## src/rtl/core/blrc_pkg.sv

```systemverilog
// shared types and constants of the loss-recovery window controller
`default_nettype none

package blrc_pkg;

   localparam int unsigned WINDOW_W      = 32;
   localparam int unsigned SEGMENT_W     = 16;
   localparam int unsigned ACTION_W      = 2;
   localparam int unsigned CSR_INDEX_W   = 1;
   localparam int unsigned CSR_DATA_W    = 32;

   localparam int unsigned QUEUE_DEPTH   = 2;
   localparam int unsigned QUEUE_PTR_W   = $clog2(QUEUE_DEPTH);
   localparam int unsigned QUEUE_CNT_W   = $clog2(QUEUE_DEPTH + 1);

   localparam logic [SEGMENT_W-1:0] SEGMENT_SIZE_RESET = 16'd1460;
   localparam logic [WINDOW_W-1:0]  WINDOW_LIMIT_RESET = 32'hFFFF_FFFF;

   localparam logic STATUS_OK     = 1'b0;
   localparam logic STATUS_REJECT = 1'b1;

   // event codes as they arrive on the request channel
   typedef enum logic [ACTION_W-1:0] {
      ACT_ENTER = 2'd0,
      ACT_ACK   = 2'd1,
      ACT_EXIT  = 2'd2
   } action_type;

   // classified operation handed to the back end
   typedef enum logic [1:0] {
      OP_ENTER  = 2'd0,
      OP_ACK    = 2'd1,
      OP_EXIT   = 2'd2,
      OP_REJECT = 2'd3
   } op_type;

   typedef enum logic [CSR_INDEX_W-1:0] {
      REG_SEGMENT_SIZE = 1'd0,
      REG_WINDOW_LIMIT = 1'd1
   } csr_reg_type;

   // one queue entry: everything that does not depend on recovery state
   typedef struct packed {
      op_type                op;
      logic                  window_ok;
      logic                  exit_ok;
      logic                  round_begins;
      logic [WINDOW_W-1:0]   current_window;
      logic [WINDOW_W-1:0]   cons_window;
      logic [WINDOW_W-1:0]   sub_window;
   } job_type;

endpackage

`default_nettype wire

```

## src/rtl/core/blrc_if.sv

```systemverilog
// channel interfaces: request, response and register write
`default_nettype none

interface blrc_req_if;
   logic        valid;
   logic        ready;
   logic [1:0]  action;
   logic [31:0] current_window;
   logic [31:0] inflight;
   logic [31:0] newly_acked;
   logic [31:0] newly_lost;
   logic        round_begins;

   modport source (output valid, action, current_window, inflight, newly_acked,
                   newly_lost, round_begins, input ready);
   modport sink   (input valid, action, current_window, inflight, newly_acked,
                   newly_lost, round_begins, output ready);
endinterface

interface blrc_rsp_if;
   logic        valid;
   logic        ready;
   logic        status;
   logic [31:0] new_window;
   logic        owns_window;

   modport source (output valid, status, new_window, owns_window, input ready);
   modport sink   (input valid, status, new_window, owns_window, output ready);
endinterface

interface blrc_csr_if;
   logic        valid;
   logic        ready;
   logic [0:0]  index;
   logic [31:0] data;

   modport source (output valid, index, data, input ready);
   modport sink   (input valid, index, data, output ready);
endinterface

`default_nettype wire

```

## src/rtl/core/blrc_queue.sv

```systemverilog
// short job queue between the classifier and the execution stage
`default_nettype none

module blrc_queue (
   input  wire logic              clock,
   input  wire logic              reset,
   input  wire logic              push,
   input  wire blrc_pkg::job_type job_in,
   input  wire logic              pop,
   output blrc_pkg::job_type      job_out,
   output logic                   empty,
   output logic                   full
);
   import blrc_pkg::*;

   job_type                 entry_ff [QUEUE_DEPTH];
   logic [QUEUE_PTR_W-1:0]  wr_ptr_ff, wr_ptr_in;
   logic [QUEUE_PTR_W-1:0]  rd_ptr_ff, rd_ptr_in;
   logic [QUEUE_CNT_W-1:0]  count_ff, count_in;

   function automatic logic [QUEUE_PTR_W-1:0] next_ptr(input logic [QUEUE_PTR_W-1:0] p);
      if (p == QUEUE_PTR_W'(QUEUE_DEPTH - 1)) begin
         return '0;
      end
      return p + QUEUE_PTR_W'(1);
   endfunction

   assign empty   = (count_ff == '0);
   assign full    = (count_ff == QUEUE_CNT_W'(QUEUE_DEPTH));
   assign job_out = entry_ff[rd_ptr_ff];

   always_comb begin
      wr_ptr_in = push ? next_ptr(wr_ptr_ff) : wr_ptr_ff;
      rd_ptr_in = pop  ? next_ptr(rd_ptr_ff) : rd_ptr_ff;
      count_in  = count_ff;
      if (push && !pop) begin
         count_in = count_ff + QUEUE_CNT_W'(1);
      end else if (pop && !push) begin
         count_in = count_ff - QUEUE_CNT_W'(1);
      end
   end

   always_ff @(posedge clock) begin
      if (reset) begin
         wr_ptr_ff <= '0;
         rd_ptr_ff <= '0;
         count_ff  <= '0;
      end else begin
         wr_ptr_ff <= wr_ptr_in;
         rd_ptr_ff <= rd_ptr_in;
         count_ff  <= count_in;
      end
   end

   always_ff @(posedge clock) begin
      if (push) begin
         entry_ff[wr_ptr_ff] <= job_in;
      end
   end

endmodule

`default_nettype wire

```

## src/rtl/core/blrc_front.sv

```systemverilog
// front end: takes request transactions and works out the state-free arithmetic
`default_nettype none

module blrc_front (
   blrc_req_if.sink                        req,
   input  wire logic [blrc_pkg::SEGMENT_W-1:0] segment_size,
   input  wire logic [blrc_pkg::WINDOW_W-1:0]  window_limit,
   input  wire logic                       queue_full,
   output logic                            push,
   output blrc_pkg::job_type               job
);
   import blrc_pkg::*;

   logic [WINDOW_W-1:0] mss;
   logic [WINDOW_W:0]   sum_wide;
   logic [WINDOW_W-1:0] sum_capped;
   logic [WINDOW_W-1:0] diff;

   assign req.ready = !queue_full;
   assign push      = req.valid && !queue_full;

   always_comb begin
      mss        = WINDOW_W'(segment_size);
      sum_wide   = {1'b0, req.inflight} + {1'b0, req.newly_acked};
      sum_capped = (sum_wide > {1'b0, window_limit}) ? window_limit
                                                     : sum_wide[WINDOW_W-1:0];
      diff       = req.current_window - req.newly_lost;

      unique case (action_type'(req.action))
         ACT_ENTER: job.op = OP_ENTER;
         ACT_ACK:   job.op = OP_ACK;
         ACT_EXIT:  job.op = OP_EXIT;
         default:   job.op = OP_REJECT;
      endcase

      job.window_ok      = (mss != '0) && (window_limit >= mss) &&
                           (req.current_window >= mss) &&
                           (req.current_window <= window_limit);
      job.exit_ok        = (req.current_window != '0) && (window_limit != '0) &&
                           (req.current_window <= window_limit);
      job.round_begins   = req.round_begins;
      job.current_window = req.current_window;
      // inflight plus acked, saturated at the limit, floored at one segment
      job.cons_window    = (sum_capped < mss) ? mss : sum_capped;
      // losses off the window, never below one segment
      job.sub_window     = ((req.current_window <= req.newly_lost) || (diff < mss))
                           ? mss : diff;
   end

endmodule

`default_nettype wire

```

## src/rtl/core/blrc_back.sv

```systemverilog
// back end: recovery state, per-event decision and the response register
`default_nettype none

module blrc_back (
   input  wire logic                          clock,
   input  wire logic                          reset,
   input  wire blrc_pkg::job_type             job,
   input  wire logic                          queue_empty,
   input  wire logic [blrc_pkg::WINDOW_W-1:0] window_limit,
   output logic                               pop,
   blrc_rsp_if.source                         rsp
);
   import blrc_pkg::*;

   logic                recovering_ff, recovering_in;
   logic                conserving_ff, conserving_in;
   logic [WINDOW_W-1:0] saved_window_ff, saved_window_in;
   logic                rsp_valid_ff, rsp_valid_in;
   logic                rsp_status_ff, rsp_status_in;
   logic [WINDOW_W-1:0] rsp_window_ff, rsp_window_in;
   logic                rsp_owns_ff, rsp_owns_in;

   logic                exec_ok;
   logic                exec_owns;
   logic [WINDOW_W-1:0] exec_win;
   logic                next_rec, next_cons;
   logic [WINDOW_W-1:0] next_saved;
   logic                keep_cons;
   logic [WINDOW_W-1:0] ack_win;
   logic [WINDOW_W-1:0] exit_max;

   assign pop = !queue_empty && (!rsp_valid_ff || rsp.ready);

   always_comb begin
      keep_cons = conserving_ff && !job.round_begins;
      ack_win   = (keep_cons && (job.sub_window < job.cons_window)) ? job.cons_window
                                                                    : job.sub_window;
      exit_max  = (job.current_window > saved_window_ff) ? job.current_window
                                                         : saved_window_ff;
      exec_ok    = 1'b0;
      exec_owns  = 1'b0;
      exec_win   = '0;
      next_rec   = recovering_ff;
      next_cons  = conserving_ff;
      next_saved = saved_window_ff;

      unique case (job.op)
         OP_ENTER: begin
            exec_ok    = !recovering_ff && job.window_ok;
            exec_win   = job.cons_window;
            next_rec   = 1'b1;
            next_cons  = 1'b1;
            next_saved = job.current_window;
         end
         OP_ACK: begin
            exec_ok   = recovering_ff && job.window_ok;
            exec_owns = keep_cons;
            exec_win  = (ack_win > window_limit) ? window_limit : ack_win;
            next_cons = keep_cons;
         end
         OP_EXIT: begin
            exec_ok   = recovering_ff && job.exit_ok && (saved_window_ff != '0);
            exec_win  = (exit_max > window_limit) ? window_limit : exit_max;
            next_rec  = 1'b0;
            next_cons = 1'b0;
         end
         default: begin
            exec_ok = 1'b0;
         end
      endcase

      recovering_in   = recovering_ff;
      conserving_in   = conserving_ff;
      saved_window_in = saved_window_ff;
      rsp_status_in   = rsp_status_ff;
      rsp_window_in   = rsp_window_ff;
      rsp_owns_in     = rsp_owns_ff;
      if (pop) begin
         if (exec_ok) begin
            recovering_in   = next_rec;
            conserving_in   = next_cons;
            saved_window_in = next_saved;
         end
         rsp_status_in = exec_ok ? STATUS_OK : STATUS_REJECT;
         rsp_window_in = exec_ok ? exec_win : '0;
         rsp_owns_in   = exec_ok && exec_owns;
      end
      rsp_valid_in = pop || (rsp_valid_ff && !rsp.ready);
   end

   always_ff @(posedge clock) begin
      if (reset) begin
         recovering_ff   <= 1'b0;
         conserving_ff   <= 1'b0;
         saved_window_ff <= '0;
         rsp_valid_ff    <= 1'b0;
      end else begin
         recovering_ff   <= recovering_in;
         conserving_ff   <= conserving_in;
         saved_window_ff <= saved_window_in;
         rsp_valid_ff    <= rsp_valid_in;
      end
   end

   always_ff @(posedge clock) begin
      rsp_status_ff <= rsp_status_in;
      rsp_window_ff <= rsp_window_in;
      rsp_owns_ff   <= rsp_owns_in;
   end

   assign rsp.valid       = rsp_valid_ff;
   assign rsp.status      = rsp_status_ff;
   assign rsp.new_window  = rsp_window_ff;
   assign rsp.owns_window = rsp_owns_ff;

`ifndef SYNTHESIS
   // conservation only ever runs inside recovery
   a_cons_in_recovery: assert property (@(posedge clock) disable iff (reset)
      conserving_ff |-> recovering_ff)
      else $error("conservation flag set outside recovery");

   // a rejected event leaves the recovery state alone
   a_reject_no_change: assert property (@(posedge clock) disable iff (reset)
      (pop && !exec_ok) |=> (recovering_ff == $past(recovering_ff)) &&
                            (conserving_ff == $past(conserving_ff)) &&
                            (saved_window_ff == $past(saved_window_ff)))
      else $error("rejected event changed recovery state");

   // ownership is only reported on an accepted event while still in recovery
   a_owns_accepted: assert property (@(posedge clock) disable iff (reset)
      (rsp_valid_ff && rsp_owns_ff) |-> (rsp_status_ff == STATUS_OK) && recovering_ff)
      else $error("window ownership on a rejected event or outside recovery");
`endif

endmodule

`default_nettype wire

```

## src/rtl/core/bbr_loss_recovery_cwnd.sv

```systemverilog
// top level of the loss-recovery congestion-window controller
// usage:
//   req_ch carries one event per transaction: enter recovery, ack or exit
//   recovery, with the current window, inflight, acked and lost byte counts
//   rsp_ch returns exactly one result per event: status, new window and a
//   flag that says whether packet conservation set the window
//   csr_ch writes segment_size (index 0) and window_limit (index 1); it is
//   always ready; the user must write it only while no event is outstanding (the block does not enforce this)
// timing:
//   the front end classifies an event in the cycle it is taken and drops it
//   into a two-entry queue; the back end pops it from the queue and executes
//   it into the response register, so a result passes a queue entry and the
//   response register before it shows on rsp_ch
//   one event per cycle is sustained while rsp_ch is ready; the recovery
//   state registers in the back end are read and updated once per cycle
// reset:
//   recovery and conservation flags and the saved window clear, segment_size
//   returns to 1460 and window_limit to all ones, the queue empties
// back-pressure:
//   while rsp_ch is stalled the response register holds, the queue fills up
//   to its two entries and then req_ch ready drops
`default_nettype none

module bbr_loss_recovery_cwnd (
   input  wire logic  clock,
   input  wire logic  reset,
   blrc_req_if.sink   req_ch,
   blrc_rsp_if.source rsp_ch,
   blrc_csr_if.sink   csr_ch
);
   import blrc_pkg::*;

   logic [SEGMENT_W-1:0] segment_size_ff, segment_size_in;
   logic [WINDOW_W-1:0]  window_limit_ff, window_limit_in;

   job_type front_job;
   job_type queue_job;
   logic    front_push;
   logic    queue_pop;
   logic    queue_empty;
   logic    queue_full;

   // register writes are always taken
   assign csr_ch.ready = 1'b1;

   always_comb begin
      segment_size_in = segment_size_ff;
      window_limit_in = window_limit_ff;
      if (csr_ch.valid) begin
         unique case (csr_reg_type'(csr_ch.index))
            REG_SEGMENT_SIZE: segment_size_in = csr_ch.data[SEGMENT_W-1:0];
            REG_WINDOW_LIMIT: window_limit_in = csr_ch.data[WINDOW_W-1:0];
            default:          ;
         endcase
      end
   end

   always_ff @(posedge clock) begin
      if (reset) begin
         segment_size_ff <= SEGMENT_SIZE_RESET;
         window_limit_ff <= WINDOW_LIMIT_RESET;
      end else begin
         segment_size_ff <= segment_size_in;
         window_limit_ff <= window_limit_in;
      end
   end

   // classification and state-free arithmetic
   blrc_front u_front (
      .req          (req_ch),
      .segment_size (segment_size_ff),
      .window_limit (window_limit_ff),
      .queue_full   (queue_full),
      .push         (front_push),
      .job          (front_job)
   );

   // decouples request acceptance from execution
   blrc_queue u_queue (
      .clock   (clock),
      .reset   (reset),
      .push    (front_push),
      .job_in  (front_job),
      .pop     (queue_pop),
      .job_out (queue_job),
      .empty   (queue_empty),
      .full    (queue_full)
   );

   // recovery state and response register
   blrc_back u_back (
      .clock        (clock),
      .reset        (reset),
      .job          (queue_job),
      .queue_empty  (queue_empty),
      .window_limit (window_limit_ff),
      .pop          (queue_pop),
      .rsp          (rsp_ch)
   );

endmodule

`default_nettype wire
```

## src/flat_wrapper.sv

```systemverilog
// flat-port wrapper written by rule: the top's interface ports become plain ports
module bbr_loss_recovery_cwnd_flat import blrc_pkg::*;
  (clock, reset, req_ch_valid, req_ch_action, req_ch_current_window, req_ch_inflight, req_ch_newly_acked, req_ch_newly_lost, req_ch_round_begins, req_ch_ready, rsp_ch_valid, rsp_ch_status, rsp_ch_new_window, rsp_ch_owns_window, rsp_ch_ready, csr_ch_valid, csr_ch_index, csr_ch_data, csr_ch_ready);
  blrc_req_if req_ch_i ();
  blrc_rsp_if rsp_ch_i ();
  blrc_csr_if csr_ch_i ();
  input  wire logic clock;
  input  wire logic reset;
  input wire logic [$bits(req_ch_i.valid)-1:0] req_ch_valid;
  input wire logic [$bits(req_ch_i.action)-1:0] req_ch_action;
  input wire logic [$bits(req_ch_i.current_window)-1:0] req_ch_current_window;
  input wire logic [$bits(req_ch_i.inflight)-1:0] req_ch_inflight;
  input wire logic [$bits(req_ch_i.newly_acked)-1:0] req_ch_newly_acked;
  input wire logic [$bits(req_ch_i.newly_lost)-1:0] req_ch_newly_lost;
  input wire logic [$bits(req_ch_i.round_begins)-1:0] req_ch_round_begins;
  output wire logic [$bits(req_ch_i.ready)-1:0] req_ch_ready;
  output wire logic [$bits(rsp_ch_i.valid)-1:0] rsp_ch_valid;
  output wire logic [$bits(rsp_ch_i.status)-1:0] rsp_ch_status;
  output wire logic [$bits(rsp_ch_i.new_window)-1:0] rsp_ch_new_window;
  output wire logic [$bits(rsp_ch_i.owns_window)-1:0] rsp_ch_owns_window;
  input wire logic [$bits(rsp_ch_i.ready)-1:0] rsp_ch_ready;
  input wire logic [$bits(csr_ch_i.valid)-1:0] csr_ch_valid;
  input wire logic [$bits(csr_ch_i.index)-1:0] csr_ch_index;
  input wire logic [$bits(csr_ch_i.data)-1:0] csr_ch_data;
  output wire logic [$bits(csr_ch_i.ready)-1:0] csr_ch_ready;
  assign req_ch_i.valid = req_ch_valid;
  assign req_ch_i.action = req_ch_action;
  assign req_ch_i.current_window = req_ch_current_window;
  assign req_ch_i.inflight = req_ch_inflight;
  assign req_ch_i.newly_acked = req_ch_newly_acked;
  assign req_ch_i.newly_lost = req_ch_newly_lost;
  assign req_ch_i.round_begins = req_ch_round_begins;
  assign req_ch_ready = req_ch_i.ready;
  assign rsp_ch_valid = rsp_ch_i.valid;
  assign rsp_ch_status = rsp_ch_i.status;
  assign rsp_ch_new_window = rsp_ch_i.new_window;
  assign rsp_ch_owns_window = rsp_ch_i.owns_window;
  assign rsp_ch_i.ready = rsp_ch_ready;
  assign csr_ch_i.valid = csr_ch_valid;
  assign csr_ch_i.index = csr_ch_index;
  assign csr_ch_i.data = csr_ch_data;
  assign csr_ch_ready = csr_ch_i.ready;
  bbr_loss_recovery_cwnd u_core (.clock(clock), .reset(reset), .req_ch(req_ch_i), .rsp_ch(rsp_ch_i), .csr_ch(csr_ch_i));
endmodule
```

## config.mk

```make
export PLATFORM = sky130hd
export DESIGN_NAME = bbr_loss_recovery_cwnd_flat
export DESIGN_NICKNAME = d
export VERILOG_FILES = /design/src/rtl/core/blrc_pkg.sv /design/src/rtl/core/blrc_if.sv /design/src/rtl/core/blrc_queue.sv /design/src/rtl/core/blrc_front.sv /design/src/rtl/core/blrc_back.sv /design/src/rtl/core/bbr_loss_recovery_cwnd.sv /design/src/flat_wrapper.sv
export SDC_FILE = /design/constraint.sdc
export NUM_CORES = 1
export LEC_CHECK = 0
export BUFFER_PORTS_ARGS = -buffer_cell sky130_fd_sc_hd__buf_2
export CAP_MARGIN = 20
export CORE_MARGIN = 10
export CORE_UTILIZATION = 50
export DETAILED_ROUTE_END_ITERATION = 10
export HOLD_SLACK_MARGIN = 0.15
export PLACE_DENSITY = 0.71
export SLEW_MARGIN = 20
export SYNTH_ARGS = -nofsm -noshare
export SYNTH_HDL_FRONTEND = slang
export SYNTH_SLANG_ARGS = --single-unit
```

## constraint.sdc

```tcl
create_clock -name clock -period 9 [get_ports clock]
set_clock_uncertainty 0.15 [all_clocks]
set_input_delay 1.8 -clock clock [delete_from_list [all_inputs] [get_ports clock]]
set_output_delay 1.8 -clock clock [all_outputs]
set_load 0.01 [all_outputs]
```

* Yosys cells after proc, flatten, opt, wreduce, memory -nomap -nowiden *
Memory sizes are Yosys's and may differ from the RTL's. A register that Yosys moved wholly into a read port is not among the register bits.
Index checks and enable logic that the tools add are counted.

storage, ports and cells
  bits in registers = 121
  bits in writable memories = 202
  input bits = 169
  word-level logic and storage cells = 105
  memories kept = 1

memories
  memory                   words  width  read ports  clocked after memory_dff  write ports  RTL line          text
  u_core.u_queue.entry_ff  2      101    1           1                         1            blrc_queue.sv:16  job_type entry_ff [QUEUE_DEPTH];

operators by class
  add/subtract/negate cells = 6
  order comparisons = 11
  equality and inequality tests = 5
  muxes and demuxes = 26
  bitwise operators = 1
  reduce and logical (&&, ||, !) cells = 43

operators with widths
  kind                                            count
  2-to-1 mux 32 bit                               7
  > comparator 32 bit                             3
  case mux 32 bit (3 select lines)                1
  nonzero test 32 bit                             3
  greater-or-equal comparator 32 x 16 -> 1 bit    2
  <= comparator 32 bit                            2
  < comparator 32 x 16 -> 1 bit                   2
  adder 32 x 32 -> 33 bit                         1
  > comparator 33 x 32 -> 1 bit                   1
  < comparator 32 bit                             1
  subtractor 32 bit                               1
  logical AND 1 bit                               17
  nonzero test 16 bit                             1
  2-to-1 mux 1 bit                                12
  AND reduction 3 bit                             3
  zero test 1 bit                                 8
  == test 2 bit (second input constant)           3
  zero test 2 bit                                 3
  case mux 1 bit (3 select lines)                 2
  case mux 2 bit (3 select lines)                 1
  == test 2 x 1 -> 1 bit (second input constant)  2
  2-to-1 mux 2 bit                                2
  AND reduction 2 bit                             2
  nonzero test 2 bit                              2
  7 further kinds                                 10

* Depth between registers and ports, before layout *
Gate-level depths: netlist of run 1.

  depth in word-level cells = 7
  depth in mapped cells = 31

* Hierarchy *
From an unflattened synthesis of run 1, not the netlist that was laid out.

unflattened totals
  cells, all modules = 2582
  area total of the unflattened synthesis = 25194.2 um^2

by module, submodules not included
  module                  times used  cells an instance  area each (um^2)
  blrc_front              1           1044               7912.6
  blrc_back               1           1018               7786.2
  blrc_queue              1           336                7524.7
  bbr_loss_recovery_cwnd  1           184                1970.6

* Worst setup path after synthesis of run 1 *
Ideal clock, no wire load.

  path type = input to register
  from = input port req_ch_newly_acked[2]
  to = memory u_core.u_queue.entry_ff[0][39] (netlist bit), data pin
  arrival = 8.627 ns
  data required time = 8.588 ns
  setup slack = -0.039 ns
  cell stages on the path = 28
  path through = ha_1 -> o211ai_1 -> o211ai_2 -> a221oi_4 -> o21bai_2 -> nor4bb_1 -> or4_4 -> ha_1 -> nand4_1 -> nor3_1 -> a222oi_1 -> or3b_1 -> o211a_1 -> nor3_1 -> buf_2 -> mux2_2 -> ha_1 -> a21o_1 -> a21o_1 -> a21oi_1 -> nor2_1 -> a2111oi_0 -> nor2_1 -> a211oi_1 -> nand4b_1 -> nor4_4 -> buf_8 -> mux2_4

RTL lines
  what                RTL line            text
  start: declaration  flat_wrapper.sv:13  input wire logic [$bits(req_ch_i.newly_acked)-1:0] req_ch_newly_acked;
  end: declaration    blrc_queue.sv:16

==> results of run 1 <==
cells by family (layout without fill, tap and decap cells):
group,count (synthesis),after routing,share of synthesized area
AOI/OAI and AO/OA,579,579,0.168
muxes,219,219,0.100
buffers and inverters,265,514,0.0432
other,1,1,0.000158
DFF,324,324,0.374
xor gates and xnor gates,59,59,0.0218
adders and majority gates,320,320,0.170
and+or+nand+nor,579,579,0.123
where the power goes:
| part | internal, W | total [W] | switching (W) |
|---|---|---|---|
| registers | 0.00198 | 0.00212 | 0.000137 |
| clock network | 0.000942 | 0.00158 | 0.000641 |
| logic | 0.00116 | 0.00289 | 0.00174 |
| total | 0.00408 | 0.00659 | 0.00252 |
metrics by stage:
step / power, W / instance area (um2)
2_1_floorplan: 0.00404 / 23700
3_3_place_gp: 0.00488 / 25600
3_5_place_dp: 0.00497 / 25600
4_1_cts: 0.00656 / 26900
5_1_grt: 0.00696 / 26900
6_report: 0.00659 / 26900
cells in the final DEF, fill, tap and decap left out, types with 102 or more instances in the layout:
cell	synthesis	layout
edfxtp_1	236	236
buf_2	7	204
nand2_1	127	127
ha_1	318	318
mux2i_1	102	102
inv_1	172	172
mux2_2	108	108
nor2_1	161	160
a21oi_1	129	128
metal layers:
| metal | part of all wire | vias up | wire (um) | track usage |
|---|---|---|---|---|
| met3 | 0.070 | 164 | 5370 | 0.0360 |
| li1 | - | 9308 | - | - |
| met2 | 0.48 | 822 | 36700 | 0.446 |
| met1 | 0.42 | 9711 | 32300 | 0.340 |
| met5 | 0.00014 | - | 11 | 0 |
| met4 | 0.036 | 2 | 2760 | 0.101 |
sequential cells by signal (all words and copies together) (netlist names), named ones only:
register and cells:
u_core.u_queue.entry_ff 202, u_core.u_back.recovering_ff 1, u_core.u_back.saved_window_ff 32, u_core.u_queue.count_ff 2
u_core.segment_size_ff 16, u_core.u_queue.rd_ptr_ff 1, u_core.u_back.rsp.new_window 32, u_core.u_back.rsp.status 1
u_core.u_back.rsp.valid 1, u_core.u_back.conserving_ff 1, u_core.u_queue.wr_ptr_ff 1, u_core.window_limit_ff 32
u_core.u_back.rsp.owns_window 1
critical path: cells and delay by family:
kind	cells	cell delay, ns
xor+xnor	1	0.27
fa+ha+maj	4	1.24
mux	2	0.75
compound gates	10	2.27
buf+inv	4	0.56
simple gates	9	1.81
cell type report:
class | count | area (um2)
fill | 4033 | 19700
multi-input combinational | 1757 | 13800
sequential | 324 | 8850
timing repair buffer | 275 | 1590
clock buffer | 45 | 1010
tap | 607 | 759
inverter | 172 | 646
clock inverter | 22 | 236
how the worst min path moves through the flow:
| stage | start | end | slack (ns) | cells after the start |
|---|---|---|---|---|
| final | u_core.u_back.rsp.valid | u_core.u_back.rsp.valid | 0.34 | 2 |
| after global routing | u_core.u_back.saved_window_ff[28] | u_core.u_back.saved_window_ff[28] | 0.37 | 2 |
| after detailed placement | u_core.window_limit_ff[20] | u_core.window_limit_ff[20] | 0.33 | 1 |
| after CTS | u_core.window_limit_ff[20] | u_core.window_limit_ff[20] | 0.34 | 1 |
| after global placement | u_core.u_back.conserving_ff | u_core.u_back.conserving_ff | 0.32 | 2 |
| after floorplan | u_core.u_back.conserving_ff | u_core.u_back.conserving_ff | 0.30 | 2 |
what timing repair did:
item	CTS	global route
buffers inserted	0	2
resized for setup	0	3
hold buffers	0	0
endpoints found under the setup margin	0	32
==> impl_metrics.env, run 1 <==
export IMPL_status="finished, final reports clean"
export IMPL_slowest_delay_ns=0.41
export IMPL_holdWs_ns=0.344
export IMPL_ys_types=88
export IMPL_drtAntennaViolNets=0
export IMPL_wl_per_cell_um=24.1
export IMPL_core_area_um2=46700
export IMPL_cts_sinks=324
export IMPL_dpl_worst_slack_ns=-0.244
export IMPL_endpoint="u_core.u_queue.entry_ff[1][33]"
export IMPL_path_class="in2reg"
export IMPL_slew_limit_headroom=0.230
export IMPL_cp_arrival_ns=8.74
export IMPL_rsz0062_at_grt="no"
export IMPL_cp_slowest_cell="fa_1"
export IMPL_fin_ws_ns=0.414
export IMPL_ys_seq_elements=324
export IMPL_track_usage=0.265
export IMPL_fp_dieH_um=238
export IMPL_drt_initial_drc_count=2050
export IMPL_reg2reg_slack_ns=1.55
export IMPL_grt_pass1_wl_um=117000
export IMPL_critPathRequiredTime_ns=9.15
export IMPL_start_kind="input pin"
export IMPL_netlist_area_leader_share=0.299
export IMPL_instances_no_fill=3202
export IMPL_yosysMostFrequentCell="ha_1"
export IMPL_reg2regPathDepth=21
export IMPL_slew_viol_final=0
export IMPL_synth_seq_area_share=0.374
export IMPL_ys_warn_count=0
export IMPL_final_core_util=0.577
export IMPL_numCtsBuffers=37
export IMPL_synth_edf_count=236
export IMPL_clk_latency_ns=0.57
export IMPL_fmax_mhz=116
export IMPL_setup_viol=0
export IMPL_syn2layout_area_growth_pct=13.8
export IMPL_cts_path_max_buffers=3
export IMPL_path_max_fanout=16
export IMPL_syn_area_um2=23700
export IMPL_tritoncts="done"
export IMPL_cap_viol_max_count=0
export IMPL_syn_area_per_cell_um2=10.1
export IMPL_via_count=20000
export IMPL_synth_area_leaders="edfxtp_1 30%, ha_1 17%, dfxtp_1 7.4%"
export IMPL_gp_congestion=1.00
export IMPL_drive_gt1_frac=0.184
export IMPL_grt_ovfl_total=0
export IMPL_die_area_um2=56400
export IMPL_syn_inst=2346
export IMPL_antenna_found_initial=2
export IMPL_hold_viol_final=0
export IMPL_grt_max_degree=71
export IMPL_p_per_area_nw_per_um2=245
export IMPL_synth_nets=2835
export IMPL_fin_nets=3056
export IMPL_fp_dieW_um=238
export IMPL_worst_pin_slew_ns=1.14
export IMPL_cts_root_buf="clkbuf_16"
export IMPL_rows=79
export IMPL_vdd_ir_drop_max_mv=0.151
export IMPL_synth_ff_type="edfxtp_1"
export IMPL_grt_pass1_vias=19900
export IMPL_setup_tns_ns=0
export IMPL_critPathMostFrequentCell="ha_1"
export IMPL_synth_common_cells="318 x ha_1, 236 x edfxtp_1, 172 x inv_1"
export IMPL_critPathLaunch="req_ch_newly_acked[0]"
export IMPL_r2r_end="u_core.u_back.rsp.new_window[1]"
export IMPL_synth_top_cell_by_area="edfxtp_1"
export IMPL_end_kind="flop"
export IMPL_drt_first_pass_iters=6
export IMPL_drc=0
export IMPL_async_flop_share=0
export IMPL_io_pins=206
export IMPL_period_share=0.954
export IMPL_port_buffers=204
export IMPL_cts_clk_slew_worst_paths_ns=0.06
export IMPL_dp_hpwl_um=60100
export IMPL_h_tree_depth=2
export IMPL_postRouteWirelength_um=77200
export IMPL_vias_per_cell=6.25
export IMPL_dpl_cell_count=3132
export IMPL_start_util=0.507
export IMPL_n_antenna_cell=0
export IMPL_hold_path_class="reg2reg"
export IMPL_period_minus_slack_ns=8.59
export IMPL_leakage_nw=11.7
No activity file was read; power rests on OpenSTA's default activity.
==> run 2: changes to the inputs <==
Settings changed: GPL_TIMING_DRIVEN set to 0.
==> impl_metrics.env, run 2 (synthesized netlist as in run 1, its figures left out) <==
export IMPL_h_tree_depth=2
export IMPL_grt_pass1_wl_um=118000
export IMPL_setup_viol=0
export IMPL_grt_max_degree=51
export IMPL_grt_pass1_vias=19700
export IMPL_via_count=20200
export IMPL_slew_limit_headroom=0.217
export IMPL_drt_first_pass_iters=6
export IMPL_critPathRequiredTime_ns=9.16
export IMPL_start_kind="input pin"
export IMPL_cts_clk_slew_worst_paths_ns=0.07
export IMPL_power_switching_w=0.00264
export IMPL_setup_tns_ns=0
export IMPL_antenna_found_initial=0
export IMPL_layout_commonest_cell="ha_1"
export IMPL_drt_initial_drc_count=2026
export IMPL_fill_cells=4026
export IMPL_port_buffers=201
export IMPL_slowest_delay_ns=0.44
export IMPL_dp_hpwl_um=64000
export IMPL_tritoncts="done"
export IMPL_instances_no_fill=3261
export IMPL_fin_nets=3113
export IMPL_postRouteWirelength_um=80200
export IMPL_slew_viol_final=0
export IMPL_gp_congestion=0.959
export IMPL_cap_viol_max_count=0
export IMPL_worst_pin_slew_ns=1.16
export IMPL_syn2layout_area_growth_pct=16.0
export IMPL_netSwitchingFraction=0.385
export IMPL_die_area_um2=56400
export IMPL_numCtsBuffers=38
export IMPL_period_minus_slack_ns=8.85
export IMPL_fmax_mhz=113
export IMPL_leakage_nw=11.8
export IMPL_start_util=0.507
export IMPL_max_flop_register="u_core.u_queue.entry_ff"
export IMPL_cp_arrival_ns=9.01
export IMPL_hold_path_class="reg2reg"
export IMPL_grt_ovfl_total=0
export IMPL_fp_dieH_um=238
export IMPL_layout_common_cells="312 x ha_1, 236 x edfxtp_1, 209 x buf_2"
export IMPL_drc=0
export IMPL_dpl_cell_count=3161
export IMPL_fp_dieW_um=238
export IMPL_track_usage=0.272
export IMPL_path_max_fanout=7
export IMPL_period_share=0.984
export IMPL_p_per_area_nw_per_um2=250
export IMPL_io_pins=206
export IMPL_drive_gt1_frac=0.189
export IMPL_end_kind="flop"
export IMPL_rows=79
export IMPL_vias_per_cell=6.19
export IMPL_cts_path_max_buffers=3
export IMPL_hold_viol_final=0
export IMPL_drtAntennaViolNets=0
export IMPL_seqPwrFrac=0.303
export IMPL_cts_root_buf="clkbuf_16"
export IMPL_core_area_um2=46700
export IMPL_largest_reg_flops=202
export IMPL_power_frac_comb=0.444
export IMPL_clkPwrFrac=0.252
export IMPL_path_class="in2reg"
export IMPL_cts_sinks=324
export IMPL_cp_slowest_cell="or3b_4"
export IMPL_n_antenna_cell=0
export IMPL_p_int_w=0.00422
export IMPL_vdd_ir_drop_max_mv=0.179
export IMPL_wl_per_cell_um=24.6
export IMPL_clk_latency_ns=0.58
export IMPL_critPathMostFrequentCell="a21o_1"
export IMPL_status="finished, final reports clean"
run 2: cell count changes in the layout (fill, tap and decap cells not counted), moves of 6 or more:
cell | before | now
ha_1 | 318 | 312
clkinv_1 | 9 | 2
clkbuf_2 | 0 | 6
clkbuf_1 | 5 | 69
buf_4 | 69 | 34
buf_12 | 1 | 7
run 2: routing by layer:
layer | vias up | share of wire | global-route usage
met1 | 9758 | 0.42 | 0.356
met5 | - | 0 | 0
met4 | 0 | 0.033 | 0.0917
met2 | 846 | 0.47 | 0.444
met3 | 153 | 0.081 | 0.0514
li1 | 9437 | - | -
run 2: worst paths after layout:
kind / from / endpoint / slack, ns / cells past startpoint
setup / recovery: req_ch_newly_acked[0] / u_core.u_queue.entry_ff[0][33] / 0.15 / 33
hold / removal: u_core.window_limit_ff[26] / u_core.window_limit_ff[26] / 0.34 / 1
setup reg to reg: flop / u_core.u_back.rsp.new_window[13] / 0.42 / 28
hold reg to reg: u_core.window_limit_ff[26] / u_core.window_limit_ff[26] / 0.34 / 1
run 2: layout make-up:
cell class	instances	area, um2	share of cell area
clock inverters	26	375	0.0137
well taps	607	759	0.0277
flip-flops and latches	324	8850	0.322
inverters	172	646	0.0235
plain buffers	90	382	0.0139
multi-input cells	1757	14000	0.510
clock buffers	44	1020	0.0373
repair buffers	241	1410	0.0515
run 2: power groups by stage:
stage,clock (W),sequential (W),combinational [W]
6_report,0.00173,0.00208,0.00305
5_1_grt,0.00180,0.00210,0.00330
4_1_cts,0.00175,0.00208,0.00295
3_5_place_dp,0,0.00211,0.00292
3_3_place_gp,0,0.00214,0.00279
2_1_floorplan,0,0.00214,0.00190
run 2: per-stage QoR:
step / power (W) / util / worst slack [ns] / hold slack, ns / area [um2]
2_1_floorplan: 0.00404 / - / 0.0306 / 0.304 / 23700
3_3_place_gp: 0.00493 / 0.545 / -1.41 / 0.318 / 25400
3_5_place_dp: 0.00502 / 0.549 / -1.51 / 0.325 / 25600
4_1_cts: 0.00677 / 0.581 / 0.0212 / 0.340 / 27100
5_1_grt: 0.00721 / 0.588 / -0.0472 / 0.364 / 27500
6_report: 0.00686 / 0.588 / 0.146 / 0.340 / 27500
run 2: what timing repair did:
| action | in CTS | in global routing |
|---|---|---|
| gates resized for setup | 11 | 42 |
| hold buffers | 0 | 0 |
| buffers inserted | 5 | 28 |
| endpoints found under the setup margin | 64 | 64 |
| pin swaps | 5 | 36 |
run 2: worst max-delay path, delay by kind of cell:
kind                       cells  cell delay [ns]
AOI/OAI and AO/OA             12             2.73
buffers and inverters          4             0.58
and+or+nand+nor               10             1.80
xor gates and xnor gates       1             0.17
muxes                          2             0.74
adders and majority gates      4             1.18
